File: src/sv/npcp_pkg.sv
`timescale 1ns / 1ps
`default_nettype none

package npcp_pkg;

    localparam int CH_W    = 8;
    localparam int IDX_W   = 6;
    localparam int DIST_W  = 18;
    localparam int FOUND_W = 4;
    localparam int NF_W    = 3;
    localparam int DIV_W   = 7;
    localparam int RND_W   = 32;
    localparam int SQ_W    = 16;

    localparam logic [CH_W-1:0]   RESET_RED     = 8'd255;
    localparam logic [CH_W-1:0]   RESET_GREEN   = 8'd100;
    localparam logic [CH_W-1:0]   RESET_BLUE    = 8'd150;
    localparam logic [DIST_W-1:0] RESET_EXCLUDE = 18'd100;

    localparam logic FUNC_SET    = 1'b0;
    localparam logic FUNC_CHANGE = 1'b1;

    typedef struct packed {
        logic             func;
        logic [CH_W-1:0]  set_red;
        logic [CH_W-1:0]  set_green;
        logic [CH_W-1:0]  set_blue;
        logic [RND_W-1:0] random_word;
    } in_t;

    typedef struct packed {
        logic [CH_W-1:0]  out_red;
        logic [CH_W-1:0]  out_green;
        logic [CH_W-1:0]  out_blue;
        logic [IDX_W-1:0] palette_index;
        logic [NF_W-1:0]  near_found;
    } out_t;

    typedef struct packed {
        logic             idle;
        logic             load;
        logic             dist_en;
        logic [IDX_W-1:0] scan_idx;
        logic             div_init;
        logic             div_step;
        logic             commit;
    } cmd_t;

    typedef struct packed {
        logic in_valid;
        logic in_func;
        logic slot_free;
    } sts_t;

    typedef struct packed {
        logic [CH_W-1:0] red;
        logic [CH_W-1:0] green;
        logic [CH_W-1:0] blue;
    } rgb_t;

    // Palette ROM; entries past the table read as black.
    function automatic rgb_t rom_rgb(input logic [IDX_W-1:0] idx);
        rgb_t c;
        begin
            unique case (idx)
                6'd0:    c = '{8'd255, 8'd50,  8'd50};
                6'd1:    c = '{8'd220, 8'd20,  8'd60};
                6'd2:    c = '{8'd128, 8'd0,   8'd0};
                6'd3:    c = '{8'd255, 8'd127, 8'd80};
                6'd4:    c = '{8'd250, 8'd128, 8'd114};
                6'd5:    c = '{8'd255, 8'd150, 8'd50};
                6'd6:    c = '{8'd255, 8'd140, 8'd0};
                6'd7:    c = '{8'd255, 8'd255, 8'd50};
                6'd8:    c = '{8'd255, 8'd215, 8'd0};
                6'd9:    c = '{8'd240, 8'd230, 8'd140};
                6'd10:   c = '{8'd50,  8'd255, 8'd50};
                6'd11:   c = '{8'd200, 8'd255, 8'd0};
                6'd12:   c = '{8'd34,  8'd139, 8'd34};
                6'd13:   c = '{8'd128, 8'd128, 8'd0};
                6'd14:   c = '{8'd152, 8'd255, 8'd152};
                6'd15:   c = '{8'd50,  8'd255, 8'd255};
                6'd16:   c = '{8'd0,   8'd128, 8'd128};
                6'd17:   c = '{8'd64,  8'd224, 8'd208};
                6'd18:   c = '{8'd50,  8'd50,  8'd255};
                6'd19:   c = '{8'd0,   8'd0,   8'd128};
                6'd20:   c = '{8'd135, 8'd206, 8'd235};
                6'd21:   c = '{8'd65,  8'd105, 8'd225};
                6'd22:   c = '{8'd200, 8'd50,  8'd255};
                6'd23:   c = '{8'd238, 8'd130, 8'd238};
                6'd24:   c = '{8'd255, 8'd0,   8'd255};
                6'd25:   c = '{8'd230, 8'd190, 8'd255};
                6'd26:   c = '{8'd255, 8'd100, 8'd150};
                6'd27:   c = '{8'd255, 8'd0,   8'd127};
                6'd28:   c = '{8'd255, 8'd218, 8'd185};
                6'd29:   c = '{8'd255, 8'd255, 8'd255};
                6'd30:   c = '{8'd255, 8'd200, 8'd100};
                6'd31:   c = '{8'd200, 8'd200, 8'd255};
                6'd32:   c = '{8'd255, 8'd255, 8'd240};
                default: c = '{8'd0,   8'd0,   8'd0};
            endcase
            return c;
        end
    endfunction

    function automatic logic [SQ_W-1:0] sq_diff(input logic [CH_W-1:0] a,
                                                 input logic [CH_W-1:0] b);
        logic [CH_W-1:0] d;
        begin
            d = (a > b) ? (a - b) : (b - a);
            return SQ_W'(d) * SQ_W'(d);
        end
    endfunction

endpackage

`default_nettype wire

File: src/sv/near_palette_color_picker_top.sv
// Near palette color picker.
// Input channel in_valid / in_stall / in_data carries one word per command:
// func 0 loads set_red/green/blue as the current color, func 1 moves to a
// palette entry near the current color, picked by random_word. One result
// word per command leaves on out_valid / out_stall / out_data.
// A set word goes from the accepting state straight to emit; a change word
// first runs the palette scan (one ROM entry a cycle), a drain state, the
// divider load and the 32-step remainder unit. In emit the result is handed
// to the output register once the output slot is free. The block takes one
// command at a time; the next word is taken in the cycle after the result
// is handed to the output register.
// The output register lets a new word be taken while a result waits; with
// out_stall held the block finishes the next command and holds it.
// Reset (rst_n low, asynchronous) sets the color to 255,100,150 and the
// exclusion distance to 100. cfg_we/cfg_wdata write the exclusion distance;
// write it only while no command is in flight.
`timescale 1ns / 1ps
`default_nettype none

module near_palette_color_picker_top #(
    parameter int PALETTE_SIZE = 33,
    parameter int NEAR_COUNT   = 5
) (
    input  wire                           clk,
    input  wire                           rst_n,
    input  wire                           in_valid,
    output logic                          in_stall,
    input  npcp_pkg::in_t                 in_data,
    output logic                          out_valid,
    input  wire                           out_stall,
    output npcp_pkg::out_t                out_data,
    input  wire                           cfg_we,
    input  wire  [npcp_pkg::DIST_W-1:0]   cfg_wdata
);

    npcp_pkg::cmd_t  cmd;
    npcp_pkg::sts_t  sts;
    npcp_pkg::out_t  result;
    npcp_pkg::out_t  out_data_reg;
    logic            out_valid_reg, out_valid_next;

    // the slot is free when empty or being drained this cycle
    assign sts.in_valid  = in_valid;
    assign sts.in_func   = in_data.func;
    assign sts.slot_free = !out_valid_reg || !out_stall;

    // hold off new words while a command is in flight
    assign in_stall = !cmd.idle;

    npcp_ctrl #(
        .PALETTE_SIZE (PALETTE_SIZE)
    ) u_ctrl (
        .clk   (clk),
        .rst_n (rst_n),
        .sts   (sts),
        .cmd   (cmd)
    );

    npcp_dpath #(
        .PALETTE_SIZE (PALETTE_SIZE),
        .NEAR_COUNT   (NEAR_COUNT)
    ) u_dpath (
        .clk       (clk),
        .rst_n     (rst_n),
        .cmd       (cmd),
        .in_data   (in_data),
        .cfg_we    (cfg_we),
        .cfg_wdata (cfg_wdata),
        .result    (result)
    );

    // load on commit, drop once taken, otherwise hold
    assign out_valid_next = cmd.commit || (out_valid_reg && out_stall);

    always_ff @(posedge clk or negedge rst_n)
    begin
        if (!rst_n)
        begin
            out_valid_reg <= 1'b0;
        end
        else
        begin
            out_valid_reg <= out_valid_next;
        end
    end

    always_ff @(posedge clk)
    begin
        if (cmd.commit)
        begin
            out_data_reg <= result;
        end
    end

    assign out_valid = out_valid_reg;
    assign out_data  = out_data_reg;

    // one command at a time: an accepted word is never followed directly
    a_single_cmd: assert property (@(posedge clk) disable iff (!rst_n)
        in_valid && !in_stall |=> in_stall)
        else $error("second word taken while busy");

    // a commit never lands on a result still waiting to be taken
    a_no_overwrite: assert property (@(posedge clk) disable iff (!rst_n)
        out_valid_reg && out_stall |-> !cmd.commit)
        else $error("result overwritten while stalled");

endmodule

`default_nettype wire

File: src/sv/npcp_ctrl.sv
`timescale 1ns / 1ps
`default_nettype none

module npcp_ctrl #(
    parameter int PALETTE_SIZE = 33
) (
    input  wire                 clk,
    input  wire                 rst_n,
    input  npcp_pkg::sts_t      sts,
    output npcp_pkg::cmd_t      cmd
);

    typedef enum logic [5:0] {
        ST_IDLE     = 6'b000001,
        ST_SCAN     = 6'b000010,
        ST_DRAIN    = 6'b000100,
        ST_DIV_INIT = 6'b001000,
        ST_DIV      = 6'b010000,
        ST_EMIT     = 6'b100000
    } state_t;

    localparam logic [npcp_pkg::IDX_W-1:0] SCAN_LAST = npcp_pkg::IDX_W'(PALETTE_SIZE - 1);
    localparam logic [npcp_pkg::IDX_W-1:0] DIV_LAST  = npcp_pkg::IDX_W'(npcp_pkg::RND_W - 1);

    state_t                      state_reg, state_next;
    logic [npcp_pkg::IDX_W-1:0]  cnt_reg, cnt_next;

    always_comb
    begin
        state_next   = state_reg;
        cnt_next     = cnt_reg;
        cmd          = '0;
        cmd.scan_idx = cnt_reg;
        unique case (state_reg)
            ST_IDLE:
            begin
                cmd.idle = 1'b1;
                if (sts.in_valid)
                begin
                    cmd.load = 1'b1;
                    cnt_next = '0;
                    state_next = (sts.in_func == npcp_pkg::FUNC_SET) ? ST_EMIT : ST_SCAN;
                end
            end
            ST_SCAN:
            begin
                cmd.dist_en = 1'b1;
                cnt_next    = cnt_reg + 1'b1;
                if (cnt_reg == SCAN_LAST)
                begin
                    state_next = ST_DRAIN;
                end
            end
            ST_DRAIN:
            begin
                state_next = ST_DIV_INIT;
            end
            ST_DIV_INIT:
            begin
                cmd.div_init = 1'b1;
                cnt_next     = '0;
                state_next   = ST_DIV;
            end
            ST_DIV:
            begin
                cmd.div_step = 1'b1;
                cnt_next     = cnt_reg + 1'b1;
                if (cnt_reg == DIV_LAST)
                begin
                    state_next = ST_EMIT;
                end
            end
            ST_EMIT:
            begin
                if (sts.slot_free)
                begin
                    cmd.commit = 1'b1;
                    state_next = ST_IDLE;
                end
            end
            default:
            begin
                state_next = ST_IDLE;
            end
        endcase
    end

    always_ff @(posedge clk or negedge rst_n)
    begin
        if (!rst_n)
        begin
            state_reg <= ST_IDLE;
            cnt_reg   <= '0;
        end
        else
        begin
            state_reg <= state_next;
            cnt_reg   <= cnt_next;
        end
    end

    // a direct set goes straight to the result
    a_set_to_emit: assert property (@(posedge clk) disable iff (!rst_n)
        cmd.load && sts.in_func == npcp_pkg::FUNC_SET |=> state_reg == ST_EMIT)
        else $error("set word did not go to emit");

    // the list is settled before the divider loads
    a_drain_first: assert property (@(posedge clk) disable iff (!rst_n)
        state_reg == ST_DIV_INIT |-> $past(state_reg == ST_DRAIN))
        else $error("divider loaded before the list settled");

endmodule

`default_nettype wire

File: src/sv/npcp_dpath.sv
`timescale 1ns / 1ps
`default_nettype none

module npcp_dpath #(
    parameter int PALETTE_SIZE = 33,
    parameter int NEAR_COUNT   = 5
) (
    input  wire                                clk,
    input  wire                                rst_n,
    input  npcp_pkg::cmd_t                     cmd,
    input  npcp_pkg::in_t                      in_data,
    input  wire                                cfg_we,
    input  wire  [npcp_pkg::DIST_W-1:0]        cfg_wdata,
    output npcp_pkg::out_t                     result
);

    localparam int LW = (NEAR_COUNT > 1) ? $clog2(NEAR_COUNT) : 1;

    npcp_pkg::in_t                   item_reg;
    npcp_pkg::rgb_t                  cur_reg;
    logic [npcp_pkg::DIST_W-1:0]     excl_reg;

    logic [npcp_pkg::DIST_W-1:0]     d_reg, d_next;
    logic [npcp_pkg::IDX_W-1:0]      d_idx_reg;
    logic                            d_valid_reg;

    logic [npcp_pkg::DIST_W-1:0]     dist_reg [NEAR_COUNT];
    logic [npcp_pkg::IDX_W-1:0]      pidx_reg [NEAR_COUNT];
    logic [npcp_pkg::DIST_W-1:0]     dist_in  [NEAR_COUNT];
    logic [npcp_pkg::IDX_W-1:0]      pidx_in  [NEAR_COUNT];
    logic [NEAR_COUNT-1:0]           lt;
    logic [npcp_pkg::FOUND_W-1:0]    found_reg;
    logic                            insert;

    logic [npcp_pkg::DIV_W-1:0]      divisor_reg;
    logic [npcp_pkg::RND_W-1:0]      dividend_reg;
    logic [npcp_pkg::IDX_W-1:0]      rem_reg, rem_next;
    logic [npcp_pkg::DIV_W-1:0]      shifted;

    npcp_pkg::rgb_t                  scan_rgb;
    npcp_pkg::rgb_t                  pick_rgb;
    logic [npcp_pkg::IDX_W-1:0]      chosen;

    // distance of the scanned entry to the current color
    always_comb
    begin
        scan_rgb = npcp_pkg::rom_rgb(cmd.scan_idx);
        d_next = npcp_pkg::DIST_W'(npcp_pkg::sq_diff(scan_rgb.red,   cur_reg.red))
               + npcp_pkg::DIST_W'(npcp_pkg::sq_diff(scan_rgb.green, cur_reg.green))
               + npcp_pkg::DIST_W'(npcp_pkg::sq_diff(scan_rgb.blue,  cur_reg.blue));
    end

    // lt is a thermometer over the sorted list: set from the insert slot on
    for (genvar j = 0; j < NEAR_COUNT; j++)
    begin : g_slot
        assign lt[j] = (npcp_pkg::FOUND_W'(j) >= found_reg) || (d_reg < dist_reg[j]);
        if (j == 0)
        begin : g_head
            assign dist_in[j] = d_reg;
            assign pidx_in[j] = d_idx_reg;
        end
        else
        begin : g_tail
            assign dist_in[j] = lt[j-1] ? dist_reg[j-1] : d_reg;
            assign pidx_in[j] = lt[j-1] ? pidx_reg[j-1] : d_idx_reg;
        end
    end

    assign insert = d_valid_reg && (d_reg >= excl_reg) && lt[NEAR_COUNT-1];

    // one dividend bit shifted into the remainder per step
    always_comb
    begin
        shifted  = {rem_reg, dividend_reg[npcp_pkg::RND_W-1]};
        rem_next = (shifted >= divisor_reg) ? npcp_pkg::IDX_W'(shifted - divisor_reg)
                                            : shifted[npcp_pkg::IDX_W-1:0];
    end

    always_comb
    begin
        chosen   = (found_reg != '0) ? pidx_reg[rem_reg[LW-1:0]] : rem_reg;
        pick_rgb = npcp_pkg::rom_rgb(chosen);
        if (item_reg.func == npcp_pkg::FUNC_SET)
        begin
            result.out_red       = item_reg.set_red;
            result.out_green     = item_reg.set_green;
            result.out_blue      = item_reg.set_blue;
            result.palette_index = '0;
            result.near_found    = '0;
        end
        else
        begin
            result.out_red       = pick_rgb.red;
            result.out_green     = pick_rgb.green;
            result.out_blue      = pick_rgb.blue;
            result.palette_index = chosen;
            result.near_found    = found_reg[npcp_pkg::NF_W-1:0];
        end
    end

    always_ff @(posedge clk or negedge rst_n)
    begin
        if (!rst_n)
        begin
            cur_reg     <= '{npcp_pkg::RESET_RED, npcp_pkg::RESET_GREEN,
                             npcp_pkg::RESET_BLUE};
            excl_reg    <= npcp_pkg::RESET_EXCLUDE;
            d_valid_reg <= 1'b0;
            found_reg   <= '0;
        end
        else
        begin
            d_valid_reg <= cmd.dist_en;
            if (cfg_we)
            begin
                excl_reg <= cfg_wdata;
            end
            if (cmd.commit)
            begin
                cur_reg <= '{result.out_red, result.out_green, result.out_blue};
            end
            if (cmd.load)
            begin
                found_reg <= '0;
            end
            else if (insert && found_reg != npcp_pkg::FOUND_W'(NEAR_COUNT))
            begin
                found_reg <= found_reg + 1'b1;
            end
        end
    end

    always_ff @(posedge clk)
    begin
        if (cmd.load)
        begin
            item_reg <= in_data;
        end
        if (cmd.dist_en)
        begin
            d_reg     <= d_next;
            d_idx_reg <= cmd.scan_idx;
        end
        for (int j = 0; j < NEAR_COUNT; j++)
        begin
            if (insert && lt[j])
            begin
                dist_reg[j] <= dist_in[j];
                pidx_reg[j] <= pidx_in[j];
            end
        end
        if (cmd.div_init)
        begin
            dividend_reg <= item_reg.random_word;
            rem_reg      <= '0;
            divisor_reg  <= (found_reg == '0) ? npcp_pkg::DIV_W'(PALETTE_SIZE)
                                              : npcp_pkg::DIV_W'(found_reg);
        end
        else if (cmd.div_step)
        begin
            dividend_reg <= {dividend_reg[npcp_pkg::RND_W-2:0], 1'b0};
            rem_reg      <= rem_next;
        end
    end

    a_found_bound: assert property (@(posedge clk) disable iff (!rst_n)
        found_reg <= npcp_pkg::FOUND_W'(NEAR_COUNT))
        else $error("near list overfilled");

    a_rem_range: assert property (@(posedge clk) disable iff (!rst_n)
        $past(cmd.div_step) |-> rem_reg < npcp_pkg::DIV_W'(divisor_reg))
        else $error("remainder not below divisor");

    a_list_order: assert property (@(posedge clk) disable iff (!rst_n)
        found_reg == npcp_pkg::FOUND_W'(NEAR_COUNT) |-> dist_reg[0] <= dist_reg[NEAR_COUNT-1])
        else $error("near list out of order");

endmodule

`default_nettype wire
File: config.mk
export PLATFORM = sky130hd
export DESIGN_NAME = near_palette_color_picker_top
export DESIGN_NICKNAME = d
export VERILOG_FILES = /design/src/sv/npcp_pkg.sv /design/src/sv/near_palette_color_picker_top.sv /design/src/sv/npcp_ctrl.sv /design/src/sv/npcp_dpath.sv
export SDC_FILE = /design/constraint.sdc
export NUM_CORES = 1
export LEC_CHECK = 0
export BUFFER_PORTS_ARGS = -buffer_cell sky130_fd_sc_hd__buf_4
export CORE_UTILIZATION = 61
export DETAILED_ROUTE_END_ITERATION = 8
export PLACE_DENSITY = 0.9
export SLEW_MARGIN = 25
export SYNTH_ARGS = -nofsm -noshare
export SYNTH_HDL_FRONTEND = slang
export SYNTH_SLANG_ARGS = --single-unit
File: constraint.sdc
create_clock -name clk -period 32.6 [get_ports clk]
set_input_delay 1.63 -clock clk [delete_from_list [all_inputs] [get_ports clk]]
set_output_delay 1.63 -clock clk [all_outputs]
set_load 0.005 [all_outputs]
==> run metrics <==
Syn Std Cell Area=0.0259 mm^2; Final min period=13.03 ns; Critical Path Most Common Cell=fa_1; Routed Antenna Nets=0; final critical-path share of the clock period=40.0%; # port buffers=114; Clock Latency Late Sink=0.58 ns; initial antenna violation count=1; Cell variety after synth=91; Worst setup EP type=register; Slew Limit Headroom=29.1%; Max Cap Viol=0; Post-synth EDFFs=271; Achievable Freq=76.8 MHz; FF-to-FF End=u_dpath.d_reg[15]$_DFFE_PP_; clock tree root buffer cell=clkbuf_16; vias in the first global route=20.2k; largest vdd supply drop=0.0538 mV; Placed Cells=3131; DIE HEIGHT=208 um; layout cell share with drive strength beyond 1=15.0%; ranking of synthesized cells by area=edfxtp_1 (31%), ha_1 (13%), fa_1 (9.6%); vias per cell=6.03; hold_sp=u_dpath.cur_reg[15]$_DFFE_PN0P_; Mapped Nets=3020; Gate Count Post-Synth=2549; multi-input logic area=0.0142 mm^2; critical path's slowest cell=dfrtp_1; core area=0.0419 mm^2; fin nets=3102; synth-to-layout area growth=9.93%; wire length of the first global-routing pass=102000 um; CTS buffer count=37; Design Power=1.33 mW; largest net degree at the start of global routing=66; post-DP HPWL=45800 um; worst hold stages=1; hold endpoint=u_dpath.cur_reg[15]$_DFFE_PN0P_; DR DRC count=0; peak per-stage delay on the critical path=0.66 ns; postcts setup bufs=0; Tightest Hold Check Type=reg -> reg; Fillers=2890; 1st-pass router iterations=7; Post-synth top cells=inv_1 (404), edfxtp_1 (271), ha_1 (267), nand2_1 (263), nor2_1 (160); clock tree buffer depth=3; R2R cell count=47; GP Congestion=0.922; Setup TNS=0 ns; GR Util All Layers=29.4%; Critical Path AT=13.32 ns; ys flop type=edfxtp_1; required time worst endpoint=32.90 ns; hold_buf cts=0; Final Hold Vio Count=0; worst clock skew=0.0254 ns; Least-Margin Pin Slew=1.06 ns; Syn Area/Cell=10.2 um^2; sequential area share after synthesis=38.0%; CTS sink cnt=340; H-tree lvl count=2; power per cell area=46.5 mW/mm^2; final std cells w/o fill=3199; # rows=75; fin. max-slew vios=0; drt initial violations=2060; Largest register FFs=90; hold_ws=0.510 ns; Die W=208 um; post-synth top area share=31.4%; worst reg2reg startpoint=u_ctrl.cnt_reg[1]$_DFFE_PN0P_; clk slew on worst S/H paths=0.06 ns; Seq cells post-synth=340; status=complete, no violations; FFs w/ async S/R, synth=17.6%; reg2reg setup slack=19.57 ns; RSZ-0062 raised after global routing=no; yosys warns=0; Storage cell area=0.00984 mm^2; startpoint class of the critical path=register; Ports=115; Setup CP Type=reg -> reg; final wirelength=62500 um; Overflow after GRT=0; full die area=0.0433 mm^2; Static Leak=13.1 nW; DR WL/cell=19.5 um; CTS tree=built; CP Max Fanout=17; Setup-failing EPs final=0; via count=19.3k; Initial Utilization=61.8%; cell taking the most area after synthesis=edfxtp_1; cts repair resizes=0; most numerous cell in the Yosys netlist=inv_1
critical path: cells and delay by family (launching register included):
kind                     cells  cell delay, ns
AO/OA/AOI/OAI               14            2.64
multiplexers                 1            0.33
AND/OR/NAND/NOR              5            0.88
adder cells (fa/ha/maj)     14            6.48
XOR/XNOR                     3            0.82
buffers and inverters       10            0.93
flip-flops                   1            0.66
worst max path at each step:
stage	startpoint	end	slack (ns)	cells past startpoint
2_1_floorplan	u_ctrl.cnt_reg[3]$_DFFE_PN0P_	u_dpath.d_reg[15]$_DFFE_PP_	20.93	43
3_3_place_gp	u_ctrl.cnt_reg[1]$_DFFE_PN0P_	u_dpath.d_reg[15]$_DFFE_PP_	19.82	46
3_5_place_dp	u_ctrl.cnt_reg[1]$_DFFE_PN0P_	u_dpath.d_reg[15]$_DFFE_PP_	19.51	47
4_1_cts	u_ctrl.cnt_reg[1]$_DFFE_PN0P_	u_dpath.d_reg[17]$_DFFE_PP_	19.45	46
5_1_grt	u_ctrl.cnt_reg[1]$_DFFE_PN0P_	u_dpath.d_reg[17]$_DFFE_PP_	18.66	47
6_report	u_ctrl.cnt_reg[1]$_DFFE_PN0P_	u_dpath.d_reg[15]$_DFFE_PP_	19.57	47
routing by layer:
metal	up-vias	GRT usage [%]	wire length [um]	part of all wire [%]
li1	8863	-	-	-
met1	9514	36.7	25000	40
met2	753	51.7	31700	51
met3	172	3.49	3380	5.4
met4	0	12.4	2520	4.0
met5	-	0	0	0
cell usage in the layout, fill, tap and decap left out, types with 9 or more instances in the layout:
cell       instances
ha_1             267
nand2b_1          33
o21a_1            10
and2_1            15
a21oi_1          121
nand3_1           36
nand4_1           23
mux2i_1           31
inv_1            401
o21ai_0          105
buf_4            136
mux2_2           131
nor3_1            19
fa_1             124
clkbuf_16         38
nor2b_1           27
dfrtp_1           41
a211oi_1          12
o211ai_1          16
edfxtp_1         271
a21o_1            64
a21oi_2           10
o21ai_1            9
xor2_1            15
and3_1            13
xnor2_1           37
or2_2              9
nand2_1          263
nor2_1           156
a31oi_1           13
dfxtp_1            9
dfstp_2           19
cells by family (layout without fill, tap and decap cells):
| kind of cell | after synthesis | after routing | synth area share, % |
|---|---|---|---|
| flip-flops | 340 | 340 | 38.0 |
| buffers and inverters | 502 | 612 | 7.57 |
| adder cells (fa/ha/maj) | 391 | 391 | 22.5 |
| multiplexers | 170 | 170 | 7.45 |
| AND/OR/NAND/NOR | 630 | 630 | 11.0 |
| XOR/XNOR | 55 | 55 | 1.92 |
| AO/OA/AOI/OAI | 461 | 461 | 11.7 |
| other | 0 | 1 | 0 |
final cells by class:
class	count	area share, %
antenna	1	0.00878
clock buffer	51	3.72
clock inverter	16	0.636
inverter	409	5.38
multi-input combinational	1707	49.8
sequential	340	34.5
tap	539	2.37
timing repair buffer	136	3.58
where the power goes:
part	internal, mW	switching (mW)
sequential	0.487	0.0176
clock	0.253	0.175
combinational	0.141	0.251
per-stage QoR:
step	worst slack [ns]	instance area, um^2	utilization [%]
after global routing	18.66	28500	68.0
after detailed placement	19.51	27200	64.9
after floorplan	20.93	25900	-
after global placement	19.82	27200	64.9
after CTS	19.45	28500	67.9
final	19.57	28500	68.0
Power figures use the tool's default switching activity.
